**src/hdl/bcdt_pkg.sv**
```systemverilog
// Package for the BCD countdown timer: payload structs, mode codes,
// register indexes and the BCD digit helpers. No dependencies.
`timescale 1ns / 1ps

package bcdt_pkg;

    localparam int unsigned CFG_DATA_W = 16;
    localparam int unsigned CFG_IDX_W  = 2;

    localparam logic [CFG_IDX_W-1:0] CFG_TICKS_PER_MS  = 2'd0;
    localparam logic [CFG_IDX_W-1:0] CFG_MS_PER_SECOND = 2'd1;
    localparam logic [CFG_IDX_W-1:0] CFG_BEEP_TICKS    = 2'd2;

    localparam logic [7:0]  TICKS_PER_MS_RST  = 8'd31;
    localparam logic [9:0]  MS_PER_SECOND_RST = 10'd1000;
    localparam logic [15:0] BEEP_TICKS_RST    = 16'd1000;

    localparam logic [6:0] BCD_MAX       = 7'h60;
    localparam logic [6:0] BCD_SEC_WRAP  = 7'h59;

    typedef enum logic [1:0] {
        MODE_IDLE = 2'd0,
        MODE_RUN  = 2'd1,
        MODE_STOP = 2'd2
    } mode_t;

    typedef enum logic {
        REQ_TICK   = 1'b0,
        REQ_BUTTON = 1'b1
    } req_t;

    typedef struct packed {
        logic req_type;
        logic btn_minute;
        logic btn_second;
        logic btn_start;
    } in_t;

    typedef struct packed {
        logic [6:0] minutes_out;
        logic [6:0] seconds_out;
        logic [1:0] mode_out;
        logic       relay_on;
        logic       buzzer_on;
        logic       time_up;
    } out_t;

    // Adds one to a packed BCD value, holding at 60.
    function automatic logic [6:0] bcd_inc_capped(input logic [6:0] v);
        logic [6:0] r;
        r = v;
        if (v < BCD_MAX) begin
            r = v + 7'd1;
            if (r[3:0] == 4'hA) begin
                r = r + 7'd6;
            end
        end
        return r;
    endfunction

    // Subtracts one from a packed BCD value; x0 borrows to (x-1)9.
    function automatic logic [6:0] bcd_dec(input logic [6:0] v);
        logic [6:0] r;
        if (v[3:0] == 4'h0) begin
            r = v - 7'd7;
        end else begin
            r = v - 7'd1;
        end
        return r;
    endfunction

endpackage

```
**src/hdl/bcdt_in_stage.sv**
```systemverilog
// Input register of the BCD countdown timer: holds one accepted item
// until the core consumes it. Depends on bcdt_pkg.
`timescale 1ns / 1ps

module bcdt_in_stage
    import bcdt_pkg::*;
(
    input  logic aclk,
    input  logic aresetn,
    input  logic up_valid,
    output logic up_ready,
    input  in_t  up_item,
    output logic dn_valid,
    input  logic dn_ready,
    output in_t  dn_item
);

    logic valid_reg;
    in_t  item_reg;

    // The register frees up in the same cycle its item moves on.
    assign up_ready = !valid_reg || dn_ready;
    assign dn_valid = valid_reg;
    assign dn_item  = item_reg;

    always_ff @(posedge aclk) begin
        if (!aresetn) begin
            valid_reg <= 1'b0;
        end else if (up_ready) begin
            valid_reg <= up_valid;
        end
    end

    always_ff @(posedge aclk) begin
        if (up_valid && up_ready) begin
            item_reg <= up_item;
        end
    end

endmodule

```
**src/hdl/bcdt_out_stage.sv**
```systemverilog
// Result register of the BCD countdown timer: holds one result until the
// downstream side takes it. Depends on bcdt_pkg.
`timescale 1ns / 1ps

module bcdt_out_stage
    import bcdt_pkg::*;
(
    input  logic aclk,
    input  logic aresetn,
    input  logic up_valid,
    output logic up_ready,
    input  out_t up_res,
    output logic dn_valid,
    input  logic dn_ready,
    output out_t dn_res
);

    logic valid_reg;
    out_t res_reg;

    assign up_ready = !valid_reg || dn_ready;
    assign dn_valid = valid_reg;
    assign dn_res   = res_reg;

    always_ff @(posedge aclk) begin
        if (!aresetn) begin
            valid_reg <= 1'b0;
        end else if (up_ready) begin
            valid_reg <= up_valid;
        end
    end

    always_ff @(posedge aclk) begin
        if (up_valid && up_ready) begin
            res_reg <= up_res;
        end
    end

endmodule

```
**src/hdl/bcdt_core.sv**
```systemverilog
// Timer state, configuration registers and the single-pass update that
// turns one tick or button sample into one result. Depends on bcdt_pkg.
`timescale 1ns / 1ps

module bcdt_core
    import bcdt_pkg::*;
(
    input  logic                  aclk,
    input  logic                  aresetn,
    input  logic                  cfg_wr_en,
    input  logic [CFG_IDX_W-1:0]  cfg_index,
    input  logic [CFG_DATA_W-1:0] cfg_wdata,
    input  logic                  step,
    input  in_t                   item,
    output out_t                  res
);

    logic [7:0]  tpm_reg;
    logic [9:0]  mps_reg;
    logic [15:0] beep_ticks_reg;

    logic [6:0]  min_reg,      min_next;
    logic [6:0]  sec_reg,      sec_next;
    mode_t       mode_reg,     mode_next;
    logic        counting_reg, counting_next;
    logic        key_reg,      key_next;
    logic        relay_reg,    relay_next;
    logic        buzzer_reg,   buzzer_next;
    logic [15:0] beep_reg,     beep_next;
    logic [7:0]  tick_reg,     tick_next;
    logic [9:0]  ms_reg,       ms_next;

    logic [7:0]  tick_inc;
    logic [9:0]  ms_inc;
    logic        any_key;
    logic        fresh;
    logic        time_up;

    always_ff @(posedge aclk) begin
        if (!aresetn) begin
            tpm_reg        <= TICKS_PER_MS_RST;
            mps_reg        <= MS_PER_SECOND_RST;
            beep_ticks_reg <= BEEP_TICKS_RST;
        end else if (cfg_wr_en) begin
            case (cfg_index)
                CFG_TICKS_PER_MS:  tpm_reg        <= cfg_wdata[7:0];
                CFG_MS_PER_SECOND: mps_reg        <= cfg_wdata[9:0];
                CFG_BEEP_TICKS:    beep_ticks_reg <= cfg_wdata;
                default: ;
            endcase
        end
    end

    always_comb begin
        min_next      = min_reg;
        sec_next      = sec_reg;
        mode_next     = mode_reg;
        counting_next = counting_reg;
        key_next      = key_reg;
        relay_next    = relay_reg;
        buzzer_next   = buzzer_reg;
        beep_next     = beep_reg;
        tick_next     = tick_reg;
        ms_next       = ms_reg;
        tick_inc      = tick_reg + 8'd1;
        ms_inc        = ms_reg + 10'd1;
        any_key       = item.btn_minute || item.btn_second || item.btn_start;
        fresh         = any_key && !key_reg;
        time_up       = 1'b0;

        if (item.req_type == REQ_TICK) begin
            if (beep_reg != 16'd0) begin
                beep_next = beep_reg - 16'd1;
                if (beep_reg == 16'd1) begin
                    buzzer_next = 1'b0;
                end
            end
            tick_next = tick_inc;
            // A zero prescale compares true on every tick, so it acts as one.
            if (tick_inc >= tpm_reg) begin
                tick_next = 8'd0;
                ms_next   = ms_inc;
                if (ms_inc >= mps_reg) begin
                    ms_next = 10'd0;
                    if (counting_reg && (min_reg != 7'd0 || sec_reg != 7'd0)) begin
                        if (sec_reg == 7'd0) begin
                            sec_next = BCD_SEC_WRAP;
                            min_next = bcd_dec(min_reg);
                        end else begin
                            sec_next = bcd_dec(sec_reg);
                        end
                    end
                end
            end
        end else begin
            if (fresh) begin
                beep_next   = beep_ticks_reg;
                buzzer_next = (beep_ticks_reg != 16'd0);
            end
            case (mode_reg)
                MODE_RUN: begin
                    if (fresh && item.btn_start) begin
                        relay_next    = 1'b0;
                        counting_next = 1'b0;
                        mode_next     = MODE_STOP;
                    end
                end
                MODE_STOP: begin
                    if (fresh && item.btn_start) begin
                        relay_next    = 1'b1;
                        counting_next = 1'b1;
                        mode_next     = MODE_RUN;
                    end
                    // Clearing wins over a resume on the same sample.
                    if (item.btn_minute && item.btn_start) begin
                        min_next      = 7'd0;
                        sec_next      = 7'd0;
                        relay_next    = 1'b0;
                        counting_next = 1'b0;
                        mode_next     = MODE_IDLE;
                    end
                end
                default: begin
                    if (fresh) begin
                        if (item.btn_minute) begin
                            min_next = bcd_inc_capped(min_reg);
                        end
                        if (item.btn_second) begin
                            sec_next = bcd_inc_capped(sec_reg);
                        end
                        if (item.btn_start && (min_next != 7'd0 || sec_next != 7'd0)) begin
                            tick_next     = 8'd0;
                            ms_next       = 10'd0;
                            relay_next    = 1'b1;
                            counting_next = 1'b1;
                            mode_next     = MODE_RUN;
                        end
                    end
                    if (item.btn_minute && item.btn_start) begin
                        min_next = 7'd0;
                        sec_next = 7'd0;
                    end
                end
            endcase
            if (fresh) begin
                key_next = 1'b1;
            end
            if (!any_key) begin
                key_next = 1'b0;
            end
        end

        // A run that sits at zero time ends on this same step.
        if (mode_next == MODE_RUN && min_next == 7'd0 && sec_next == 7'd0) begin
            relay_next    = 1'b0;
            counting_next = 1'b0;
            mode_next     = MODE_IDLE;
            time_up       = 1'b1;
        end

        res.minutes_out = min_next;
        res.seconds_out = sec_next;
        res.mode_out    = mode_next;
        res.relay_on    = relay_next;
        res.buzzer_on   = buzzer_next;
        res.time_up     = time_up;
    end

    always_ff @(posedge aclk) begin
        if (!aresetn) begin
            min_reg      <= 7'd0;
            sec_reg      <= 7'd0;
            mode_reg     <= MODE_IDLE;
            counting_reg <= 1'b0;
            key_reg      <= 1'b0;
            relay_reg    <= 1'b0;
            buzzer_reg   <= 1'b0;
            beep_reg     <= 16'd0;
            tick_reg     <= 8'd0;
            ms_reg       <= 10'd0;
        end else if (step) begin
            min_reg      <= min_next;
            sec_reg      <= sec_next;
            mode_reg     <= mode_next;
            counting_reg <= counting_next;
            key_reg      <= key_next;
            relay_reg    <= relay_next;
            buzzer_reg   <= buzzer_next;
            beep_reg     <= beep_next;
            tick_reg     <= tick_next;
            ms_reg       <= ms_next;
        end
    end

    a_relay_tracks_run: assert property (@(posedge aclk) disable iff (!aresetn)
        (relay_reg == (mode_reg == MODE_RUN)) && (counting_reg == relay_reg))
        else $error("relay or countdown enable out of step with run mode");

    a_run_has_time: assert property (@(posedge aclk) disable iff (!aresetn)
        (mode_reg == MODE_RUN) |-> (min_reg != 7'd0 || sec_reg != 7'd0))
        else $error("run mode held with zero time");

    a_buzzer_tracks_count: assert property (@(posedge aclk) disable iff (!aresetn)
        buzzer_reg == (beep_reg != 16'd0))
        else $error("buzzer state disagrees with beep counter");

    a_bcd_digits: assert property (@(posedge aclk) disable iff (!aresetn)
        (min_reg[3:0] <= 4'd9) && (sec_reg[3:0] <= 4'd9)
        && (min_reg <= BCD_MAX) && (sec_reg <= BCD_MAX))
        else $error("time register holds an invalid BCD value");

    a_state_holds: assert property (@(posedge aclk) disable iff (!aresetn)
        !step |=> $stable(min_reg) && $stable(sec_reg) && $stable(mode_reg)
                  && $stable(tick_reg) && $stable(ms_reg))
        else $error("timer state changed without a step");

endmodule

```
**src/hdl/bcd_countdown_timer.sv**
```systemverilog
// BCD minutes:seconds countdown timer, top level. Instantiates bcdt_in_stage,
// bcdt_core and bcdt_out_stage; depends on bcdt_pkg.
//
// Each input transfer is either one system tick or one sample of the minute,
// second and start buttons, and each produces exactly one result transfer
// carrying the time, mode, relay, buzzer and time-up state after that item.
// The block takes one item per clock cycle while the result side keeps taking
// results (m_ready high); a result is offered on m_valid after its item has
// passed the input register and then the result register, and the state
// update for an item is a single pass of logic in the core between the two.
// Both registers free up in the cycle their contents move on, so a full
// pipeline keeps streaming while m_ready stays high. Configuration writes
// (ticks per millisecond, milliseconds per second, beep length) take effect
// at once and belong in periods when no item is in flight.
`timescale 1ns / 1ps

module bcd_countdown_timer
    import bcdt_pkg::*;
(
    input  logic                  aclk,
    input  logic                  aresetn,
    input  logic                  cfg_wr_en,
    input  logic [CFG_IDX_W-1:0]  cfg_index,
    input  logic [CFG_DATA_W-1:0] cfg_wdata,
    input  logic                  s_valid,
    output logic                  s_ready,
    input  in_t                   s_payload,
    output logic                  m_valid,
    input  logic                  m_ready,
    output out_t                  m_payload
);

    logic item_valid;
    logic item_ready;
    in_t  item;
    out_t res;
    logic step;

    assign step = item_valid && item_ready;

    bcdt_in_stage u_in_stage (
        .aclk     (aclk),
        .aresetn  (aresetn),
        .up_valid (s_valid),
        .up_ready (s_ready),
        .up_item  (s_payload),
        .dn_valid (item_valid),
        .dn_ready (item_ready),
        .dn_item  (item)
    );

    bcdt_core u_core (
        .aclk      (aclk),
        .aresetn   (aresetn),
        .cfg_wr_en (cfg_wr_en),
        .cfg_index (cfg_index),
        .cfg_wdata (cfg_wdata),
        .step      (step),
        .item      (item),
        .res       (res)
    );

    bcdt_out_stage u_out_stage (
        .aclk     (aclk),
        .aresetn  (aresetn),
        .up_valid (item_valid),
        .up_ready (item_ready),
        .up_res   (res),
        .dn_valid (m_valid),
        .dn_ready (m_ready),
        .dn_res   (m_payload)
    );

endmodule
```
**config.mk**
```make
export PLATFORM = sky130hd
export DESIGN_NAME = bcd_countdown_timer
export DESIGN_NICKNAME = d
export VERILOG_FILES = /design/src/hdl/bcdt_pkg.sv /design/src/hdl/bcdt_in_stage.sv /design/src/hdl/bcdt_out_stage.sv /design/src/hdl/bcdt_core.sv /design/src/hdl/bcd_countdown_timer.sv
export SDC_FILE = /design/constraint.sdc
export NUM_CORES = 1
export LEC_CHECK = 0
export BUFFER_PORTS_ARGS = -buffer_cell sky130_fd_sc_hd__buf_2
export CAP_MARGIN = 0
export CELL_PAD_IN_SITES_DETAIL_PLACEMENT = 0
export CELL_PAD_IN_SITES_GLOBAL_PLACEMENT = 2
export CORE_MARGIN = 2
export CORE_UTILIZATION = 36
export CTS_CLUSTER_SIZE = 12
export DETAILED_ROUTE_END_ITERATION = 12
export HOLD_SLACK_MARGIN = 0.02
export PLACE_DENSITY = 0.9
export SETUP_SLACK_MARGIN = 0.15
export SYNTH_ARGS = -nofsm -noshare
export SYNTH_HDL_FRONTEND = slang
export SYNTH_SLANG_ARGS = --single-unit
```
**constraint.sdc**
```tcl
create_clock -name aclk -period 6.08 [get_ports aclk]
set_input_delay 0.304 -clock aclk [delete_from_list [all_inputs] [get_ports aclk]]
set_output_delay 0.304 -clock aclk [all_outputs]
set_load 0.005 [all_outputs]
```
==> results of run 1 <==
## power by group
part	internal [W]	switching, W
combinational	0.000130	0.000215
sequential	0.000804	0.0000445
clock	0.000669	0.000382
## layer usage
| metal | up-vias | share of wire, % | wire length, microns | track usage [%] |
|---|---|---|---|---|
| met2 | 176 | 46 | 8907 | 31.38 |
| li1 | 3301 | - | - | - |
| met1 | 3127 | 48 | 9207 | 26.00 |
| met5 | - | 0 | 0 | 0 |
| met4 | 0 | 1.8 | 350 | 6.541 |
| met3 | 28 | 4.3 | 830 | 3.841 |
## worst max-delay path by stage
stage / startpoint / endpoint / slack (ns) / cells past startpoint
CTS: u_core.ms_reg[0] / u_out_stage.dn_res[2] / 0.81 / 17
detailed placement: u_core.ms_reg[0] / u_out_stage.dn_res[2] / 0.86 / 17
global placement: u_core.ms_reg[0] / u_out_stage.dn_res[2] / 0.83 / 17
finish: u_core.ms_reg[0] / u_out_stage.dn_res[2] / 0.76 / 17
floorplan: u_core.ms_reg[0] / u_out_stage.dn_res[2] / 1.77 / 19
global route: u_core.ms_reg[0] / u_out_stage.dn_res[2] / 0.27 / 17
## cell type report
type	instances	area (sq um)
Clock buffer	20	489.2
Clock inverter	12	142.6
Fill cell	2054	11280
Inverter	42	157.7
Multi-Input combinational cell	699	4214
Sequential cell	113	2492
Tap cell	265	331.6
Timing Repair Buffer	54	287.8
## worst reg2reg max path, stage by stage (launching register included)
cell and delay, ns:
dfxtp_1 0.39, ha_1 0.24, nand3_1 0.16, or2_2 0.37, nor2_1 0.14, xor2_1 0.10, ha_1 0.30, nand4_1 0.09
a211o_1 0.24, o31a_1 0.15, a211oi_2 1.01, a31oi_1 0.17, o21ai_0 0.21, o311ai_1 0.18, or4_1 0.56, or4_4 0.58
nand2_1 0.12, nor2_1 0.06
## cells in the final DEF, fill, tap and decap left out, drive strengths merged, types with 13 or more instances in the layout
cell    synthesis  layout
xnor2          18      18
nand4          15      15
nand3          25      25
nor3           25      25
nor4           15      15
nor2          111     111
dfxtp          90      90
o211ai         13      13
inv            42      46
clkbuf         42      20
a21oi          78      78
edfxtp         23      23
ha             38      38
a31oi          21      21
o21ai          37      37
buf            13      54
nand2b         17      17
nand2         129     129
## through the flow
step           power (W)  setup slack (ns)
6_report        0.002245            0.7560
2_1_floorplan   0.001111             1.768
4_1_cts         0.002266            0.8100
3_3_place_gp    0.001207            0.8328
5_1_grt         0.002351            0.2664
3_5_place_dp    0.001207            0.8557
## cells by family after synthesis
logic type	share of synthesized area [%]
adder cells (fa/ha/maj)	6.714
AO/OA/AOI/OAI	22.65
buffers and inverters	5.406
XOR/XNOR	3.710
flip-flops	35.19
multiplexers	0.7067
AND/OR/NAND/NOR	25.62
==> results.toml, run 1 <==
[logic_synthesis]
synthesized_flop_and_latch_total = 113
synth-seq-area-share_pct = 35.19
synth_warnings = 0
post_synth_edffs = 23
synthesis.nets = 974
post_synth_instance_area_sq_um = 7082
synthTopCellsByArea = "dfxtp_1 (25%), edfxtp_1 (9.8%), nand2_1 (6.8%)"
synthesis.area_per_instance_sq_um = 7.791
post-synth-top-area-fraction_pct = 25.44
ys.flop_type = "dfxtp_1"
yosysMostFrequentCell = "nand2_1"
synth_cells = 909
postSynth.asyncResetShare_pct = 0
synthDistinctLibCells = 75
yosys-top-cells-count = "nand2_1 (129), nor2_1 (111), dfxtp_1 (90)"
synth.largest_area_cell = "dfxtp_1"

[setup_path]
critPathArrivalTime_ns = 5.50
worst_setup_path_start_kind = "register"
path_cells = "ha_1, nand3_1, or2_2, nor2_1, xor2_1, ha_1, nand4_1, a211o_1, o31a_1, a211oi_2, a31oi_1, o21ai_0, o311ai_1, or4_1, or4_4, nand2_1, nor2_1"
endpoint_kind = "register"
critPathMaxFanout = 18
setup.worst_path.class = "register to register"
critical_path.max_stage_delay_ns = 1.01
critPathBufInv = 0
r2r_cells = 17
timing.reg2reg.setup_slack_ns = 0.76
worstPathRequired_ns = 6.26
timing.critical_path.max_delay_family = "simple AND/OR/NAND/NOR gates"
slowest_stage = "a211oi_2"
critical_path.reg2reg.startpoint = "u_core.ms_reg[0]"
worst_reg2reg_path_endpoint = "u_out_stage.dn_res[2]"

[power]
p_per_area_nw_per_um2 = 276.7
vdd_drop_max_v = 0.0002670
power_leakage_nw = 3.185

[timing]
final_hold_slack_ns = 0.05647
grt_setup_unrepaired = "false"
finalSetupViolations = 0
final_period_minus_worst_setup_slack_ns = 5.324
finClkSkew_ns = 0.007677
layout_worst_path_cycle_share_pct = 87.57
timing_hold_violations_final = 0
worst_pin_slew_ns = 1.203
max-slew-margin-rel_pct = 19.65
timing_max_transition_violations_final = 0
totalNegativeSetupSlack_ns = 0
maxClockFrequency_mhz = 187.8

[detailed_routing]
drt-total-wl_microns = 19300
post_detailed_route_count_of_antenna_violating_nets = 0
drt_iter0_markers = 459
wl_per_cell_microns = 16.01
first_pass_detailed_route_iteration_total = 7
num_vias = 6632
route.detailed.drc = 0
vias_per_cell = 5.504

[final_layout]
flow.area_growth_from_synthesis_pct = 14.59
finalInstanceArea_sq_um = 8115
finalNetCount = 992
final-instance-count-excl-fill = 1205
flip_flop_count_of_the_largest_register_after_layout = 19
antenna-diode-count = 0
share_of_final_layout_standard_cells_stronger_than_drive_strength_1_pct = 12.98
finish.utilization_pct = 41.83

[placement]
placed_cells_incl_taps = 1173
place_area_sq_um = 7483
port-buffer-count = 47
detailedPlacementHpwl_microns = 13450
gp_congestion = 0.8691

[floorplan]
start_util_pct = 36.51
die_width_microns = 144.3
fp.dieArea_sq_um = 20810
core_region_area_sq_um = 19400
standard_cell_row_count = 51
design.portCount = 48
die_height_microns = 144.3

[global_route]
first_pass_grt_wire_length_microns = 31990
gr-usage-all-layers_pct = 19.41
largest_net_degree_at_the_start_of_global_routing = 61
grt_remaining_overflow = 0
first_global_vias = 6311
antenna_found_initial = 0

[clock_tree]
cts_tree = "built"
later_pin_clock_latency_in_the_skew_report_ns = 0.43
holdBufCountCts = 0
clock_tree.buffer_depth = 2
cts_setup_buffers = 0
clock_slew_at_the_register_clock_pins_of_the_worst_setup_and_hold_paths_ns = 0.06
ctsRootBufferMaster = "clkbuf_16"
cts-htree-levels = 4
postCtsResizedCells = 0
cts_made_buffers = 17
sinks_on_the_clock_net = 113

[min_path]
hold_start = "s_payload[1]"
worst_min_path_class = "input port to register"
worstHoldEndpoint = "u_in_stage.dn_item[1]"
whs_path_depth = 1

[outcome]
result_of_the_run = "complete, no violations"

[run]
max_capacitance_violation_count = 0
(Power assumes the default switching activity.)
==> run 2, diff against run 1 <==
--- a/config.mk
+++ b/config.mk
@@ -13,7 +13,7 @@
 export CORE_UTILIZATION = 36
 export CTS_CLUSTER_SIZE = 12
 export DETAILED_ROUTE_END_ITERATION = 12
-export HOLD_SLACK_MARGIN = 0.02
+export HOLD_SLACK_MARGIN = 0.06
 export PLACE_DENSITY = 0.9
 export SETUP_SLACK_MARGIN = 0.15
 export SYNTH_ARGS = -nofsm -noshare
==> run 2 against run 1 <==
Against the previous run:
- count of clock-buffer cells in the layout unchanged
- sequential power hardly changed
- worst setup slack worse by 0.0023 ns
- die area unchanged
- non-clock buffer count is 4 higher
- sequential cell count stayed put
- highest routed layer unchanged
==> results.toml, run 2 (synthesis gave the netlist of run 1 again) <==
[outcome]
result_of_the_run = "complete, no violations"

[clock_tree]
cts-htree-levels = 4
later_pin_clock_latency_in_the_skew_report_ns = 0.43
clock_slew_at_the_register_clock_pins_of_the_worst_setup_and_hold_paths_ns = 0.06
sinks_on_the_clock_net = 113
cts_tree = "built"
ctsRootBufferMaster = "clkbuf_16"
cts_made_buffers = 17
postCtsResizedCells = 0
cts_setup_buffers = 0
clock_tree.buffer_depth = 2
holdBufCountCts = 4

[setup_path]
worst_setup_path_start_kind = "register"
worst_reg2reg_path_endpoint = "u_out_stage.dn_res[2]"
crit_cells = 17
slowest_stage = "a211oi_2"
timing.critical_path.max_delay_family = "simple AND/OR/NAND/NOR gates"
timing.reg2reg.setup_slack_ns = 0.75
critPathBufInv = 0
critPathMaxFanout = 18
critPathArrivalTime_ns = 5.50
worst_setup_path_endpoint = "u_out_stage.dn_res[2]"
r2r_cells = 17
setup.worst_path.class = "register to register"
path_cells = "ha_1, nand3_1, or2_2, nor2_1, xor2_1, ha_1, nand4_1, a211o_1, o31a_1, a211oi_2, a31oi_1, o21ai_0, o311ai_1, or4_1, or4_4, nand2_1, nor2_1"
critical_path.reg2reg.startpoint = "u_core.ms_reg[0]"
worstPathRequired_ns = 6.26
crit_start = "u_core.ms_reg[0]"
endpoint_kind = "register"
critical_path.max_stage_delay_ns = 1.01

[placement]
detailedPlacementHpwl_microns = 13450
gp_congestion = 0.8691
preCtsSetupSlack_ns = 0.8557
port-buffer-count = 47

[run]
max_capacitance_violation_count = 0

[final_layout]
flow.area_growth_from_synthesis_pct = 15.16
share_of_final_layout_standard_cells_stronger_than_drive_strength_1_pct = 12.92
finalNetCount = 996
most_common_cell_after_layout_fill_and_taps_aside = "nand2_1"
flip_flop_count_of_the_largest_register_after_layout = 19
num-fill-cells = 2051
final_cell_mix = "nand2_1 (129), nor2_1 (111), dfxtp_1 (90), a21oi_1 (77), buf_2 (47)"
antenna-diode-count = 0

[power]
pwr-share-seq_pct = 37.8
power_leakage_nw = 3.201
cellInternalPower_w = 0.001605
swShare_pct = 28.60
net_load_switching_power_w = 0.0006427
vdd_drop_max_v = 0.0002679
combPwrFrac_pct = 15.5
p_per_area_nw_per_um2 = 275.6
p_clk_share_pct = 46.8

[floorplan]
start_util_pct = 36.51
die_height_microns = 144.3
core_region_area_sq_um = 19400
design.portCount = 48
fp.dieArea_sq_um = 20810
standard_cell_row_count = 51
die_width_microns = 144.3

[global_route]
grt_remaining_overflow = 0
largest_net_degree_at_the_start_of_global_routing = 61
first_pass_grt_wire_length_microns = 32020
antenna_found_initial = 0
gr-usage-all-layers_pct = 19.42
first_global_vias = 6324

[timing]
max-slew-margin-rel_pct = 19.30
finClkSkew_ns = 0.009458
maxClockFrequency_mhz = 187.7
layout_worst_path_cycle_share_pct = 87.60
grt_setup_unrepaired = "false"
worst_pin_slew_ns = 1.208
finalSetupViolations = 0
totalNegativeSetupSlack_ns = 0
postLayoutSetupSlackWorst_ns = 0.7537
timing_max_transition_violations_final = 0
timing_hold_violations_final = 0
final_period_minus_worst_setup_slack_ns = 5.326
final_hold_slack_ns = 0.1094

[detailed_routing]
wl_per_cell_microns = 15.98
first_pass_detailed_route_iteration_total = 5
route.detailed.drc = 0
drt-total-wl_microns = 19320
num_vias = 6624
post_detailed_route_count_of_antenna_violating_nets = 0
vias_per_cell = 5.479
drt_iter0_markers = 443

[min_path]
worst_min_path_class = "input port to register"
[run 2: cell types whose count changed in the layout (fill, tap and decap cells not counted)]
cell / delta
dlygate4sd3_1: +4
[run 2: layout make-up]
class / instances / area (sq um) / share of cell area, %
multi-input cells: 699 / 4214 / 51.67
repair buffers: 58 / 327.8 / 4.020
clock inverters: 12 / 142.6 / 1.749
flip-flops and latches: 113 / 2492 / 30.56
clock buffers: 20 / 489.2 / 5.999
well taps: 265 / 331.6 / 4.066
inverters: 42 / 157.7 / 1.933
[run 2: layer usage]
metal	vias up	share of wire [%]	global-route usage [%]
met4	0	1.7	6.541
met1	3136	48	26.06
li1	3307	-	-
met5	-	0	0
met3	24	4.1	3.841
met2	157	46	31.33
[run 2: power by group through the flow]
| stage | registers, W | clock network, W | logic, W |
|---|---|---|---|
| floorplan | 0.000841 | 0 | 0.000270 |
| global placement | 0.000865 | 0 | 0.000342 |
| detailed placement | 0.000864 | 0 | 0.000343 |
| CTS | 0.000848 | 0.00107 | 0.000347 |
| global route | 0.000854 | 0.00110 | 0.000394 |
| finish | 0.000849 | 0.00105 | 0.000348 |
[run 2: stage by stage]
step,instances,util [%],total power (W),cell area (sq um)
floorplan,909,-,0.001111,7082
global placement,1173,38.58,0.001207,7483
detailed placement,1173,38.58,0.001207,7483
CTS,1209,42.04,0.002268,8155
global route,1209,42.04,0.002353,8155
finish,1209,42.04,0.002248,8155
[run 2: tightest hold or removal path, cell delays in order]
cell and delay, ns:
buf_2 0.10, nand2_1 0.04, a21oi_1 0.05
[run 2: worst min-delay path by stage]
stage	start	endpoint	slack, ns	cells after the start
after global placement	u_core.tpm_reg[5]	u_core.tpm_reg[5]	0.45	2
after detailed placement	u_core.mps_reg[1]	u_core.mps_reg[1]	0.45	2
final	cfg_wdata[13]	u_core.beep_ticks_reg[13]	0.11	3
after floorplan	s_payload[0]	u_in_stage.dn_item[0]	0.40	0
after CTS	cfg_wdata[14]	u_core.beep_ticks_reg[14]	0.1	3
after global routing	s_valid	u_in_stage.dn_valid	0.11	3
==> run 3, diff against run 2 <==
--- a/config.mk
+++ b/config.mk
@@ -9,9 +9,10 @@
 export CAP_MARGIN = 0
 export CELL_PAD_IN_SITES_DETAIL_PLACEMENT = 0
 export CELL_PAD_IN_SITES_GLOBAL_PLACEMENT = 2
+export CORE_ASPECT_RATIO = 1.1
 export CORE_MARGIN = 2
 export CORE_UTILIZATION = 36
-export CTS_CLUSTER_SIZE = 12
+export CTS_CLUSTER_SIZE = 10
 export DETAILED_ROUTE_END_ITERATION = 12
 export HOLD_SLACK_MARGIN = 0.06
 export PLACE_DENSITY = 0.9
==> run 3 against run 2 <==
Against the previous run:
- sequential power barely moved
- combinational power barely moved
- worst setup slack improved by 0.48 ns
- core utilization rose by 0.11 points
- count of clock-buffer cells in the layout fell by 2
- clock skew rose by 0.0020 ns
- critical path type unchanged
- highest routed layer unchanged
==> results.toml, run 3 (synthesis gave the netlist of run 1 again) <==
[detailed_routing]
route.detailed.drc = 0
drt_iter0_markers = 513
first_pass_detailed_route_iteration_total = 5
num_vias = 6550
vias_per_cell = 5.504
post_detailed_route_count_of_antenna_violating_nets = 0
drt-total-wl_microns = 18970
wl_per_cell_microns = 15.94

[setup_path]
timing.reg2reg.setup_slack_ns = 1.23
critPathMaxFanout = 22
critPathArrivalTime_ns = 5.02
setup.worst_path.class = "register to register"
worstPathRequired_ns = 6.26
endpoint_kind = "register"
worst_setup_path_start_kind = "register"

[timing]
worst_pin_slew_ns = 1.163
finClkSkew_ns = 0.01148
final_period_minus_worst_setup_slack_ns = 4.847
layout_worst_path_cycle_share_pct = 79.72
finalSetupViolations = 0
timing_max_transition_violations_final = 0
maxClockFrequency_mhz = 206.3
totalNegativeSetupSlack_ns = 0
max-slew-margin-rel_pct = 22.38
grt_setup_unrepaired = "false"
timing_hold_violations_final = 0

[placement]
port-buffer-count = 47
detailedPlacementHpwl_microns = 13200
place_area_sq_um = 7453
gp_congestion = 0.8579
placed_cells_incl_taps = 1154

[outcome]
result_of_the_run = "complete, no violations"

[power]
p_per_area_nw_per_um2 = 274.8
swShare_pct = 28.83
pwr-share-seq_pct = 38.1
cellInternalPower_w = 0.001585
p_clk_share_pct = 46.4
vdd_drop_max_v = 0.0002016
net_load_switching_power_w = 0.0006423
power_leakage_nw = 3.180
combPwrFrac_pct = 15.5

[global_route]
gr-usage-all-layers_pct = 19.34
first_pass_grt_wire_length_microns = 31540
antenna_found_initial = 0
grt_remaining_overflow = 0
first_global_vias = 6081
largest_net_degree_at_the_start_of_global_routing = 61

[min_path]
worst_min_path_class = "input port to register"

[clock_tree]
cts_made_buffers = 17
cts-htree-levels = 4
cts_tree = "built"
sinks_on_the_clock_net = 113
postCtsResizedCells = 0
later_pin_clock_latency_in_the_skew_report_ns = 0.43
clock_slew_at_the_register_clock_pins_of_the_worst_setup_and_hold_paths_ns = 0.06
clock_tree.buffer_depth = 2
ctsRootBufferMaster = "clkbuf_16"

[floorplan]
die_height_microns = 151.1
standard_cell_row_count = 53
die_width_microns = 137.7
start_util_pct = 36.82
core_region_area_sq_um = 19230
fp.dieArea_sq_um = 20810
design.portCount = 48

[final_layout]
final_cell_mix = "nand2_1 (129), nor2_1 (111), dfxtp_1 (90), a21oi_1 (77), buf_2 (47)"
flip_flop_count_of_the_largest_register_after_layout = 19
most_common_cell_after_layout_fill_and_taps_aside = "nand2_1"
finalInstanceArea_sq_um = 8105
final-instance-count-excl-fill = 1190
finalNetCount = 995
antenna-diode-count = 0
share_of_final_layout_standard_cells_stronger_than_drive_strength_1_pct = 12.73
flow.area_growth_from_synthesis_pct = 14.45

[run]
max_capacitance_violation_count = 0
## run 3: layer usage
layer	up-vias	part of all wire [%]	GRT usage, %
li1	3317	-	-
met1	3053	48	26.32
met2	150	47	31.09
met3	30	3.6	2.945
met4	0	2.0	6.990
met5	-	0	0
## run 3: final cells by class
class,instances,area (sq um)
clock buffer,18,429.2
clock inverter,14,182.7
fill,1991,11130
inverter,42,157.7
multi-input combinational,699,4214
sequential,113,2492
tap,247,309.0
timing repair buffer,57,320.3
## run 3: power by group through the flow
stage	clock network, W	logic (W)	registers [W]
CTS	0.00105	0.000345	0.000848
detailed placement	0	0.000341	0.000864
finish	0.00103	0.000345	0.000849
floorplan	0	0.000270	0.000841
global route	0.00108	0.000391	0.000856
global placement	0	0.000342	0.000865
## run 3: per-stage QoR
stage | utilization [%] | setup slack [ns] | power [W] | hold WS [ns]
finish | 42.15 | 1.233 | 0.002228 | 0.1073
global route | 42.15 | 0.9254 | 0.002331 | 0.1197
global placement | 38.76 | 1.368 | 0.001207 | 0.4476
CTS | 42.15 | 1.274 | 0.002242 | 0.09070
floorplan | - | 1.768 | 0.001111 | 0.4029
detailed placement | 38.76 | 1.288 | 0.001205 | 0.4511
## run 3: worst paths after layout
check / endpoint / start / cells past startpoint
max: u_out_stage.dn_res[2] / u_core.ms_reg[0] / 18
min: u_in_stage.dn_valid / s_valid / 3
max reg2reg: u_out_stage.dn_res[2] / u_core.ms_reg[0] / 18
min reg2reg: u_core.mps_reg[4] / u_core.mps_reg[4] / 2
## run 3: what timing repair did
item / in CTS / in global routing
hold buffers: 4 / 0
buffers inserted: 0 / 0
hold endpoints to repair: 4 / 0
## run 3: worst max-delay path: stages (launching register included)
cell      delay [ns]
dfxtp_1         0.40
ha_1            0.24
nand3_1         0.17
or2_2           0.37
nor2_1          0.14
xor2_1          0.09
ha_1            0.30
nand4_1         0.09
a211o_1         0.24
o31a_1          0.14
a211oi_2        0.32
buf_4           0.31
a31oi_1         0.11
o21ai_0         0.21
o311ai_1        0.19
or4_1           0.55
or4_4           0.57
nand2_1         0.11
nor2_1          0.05
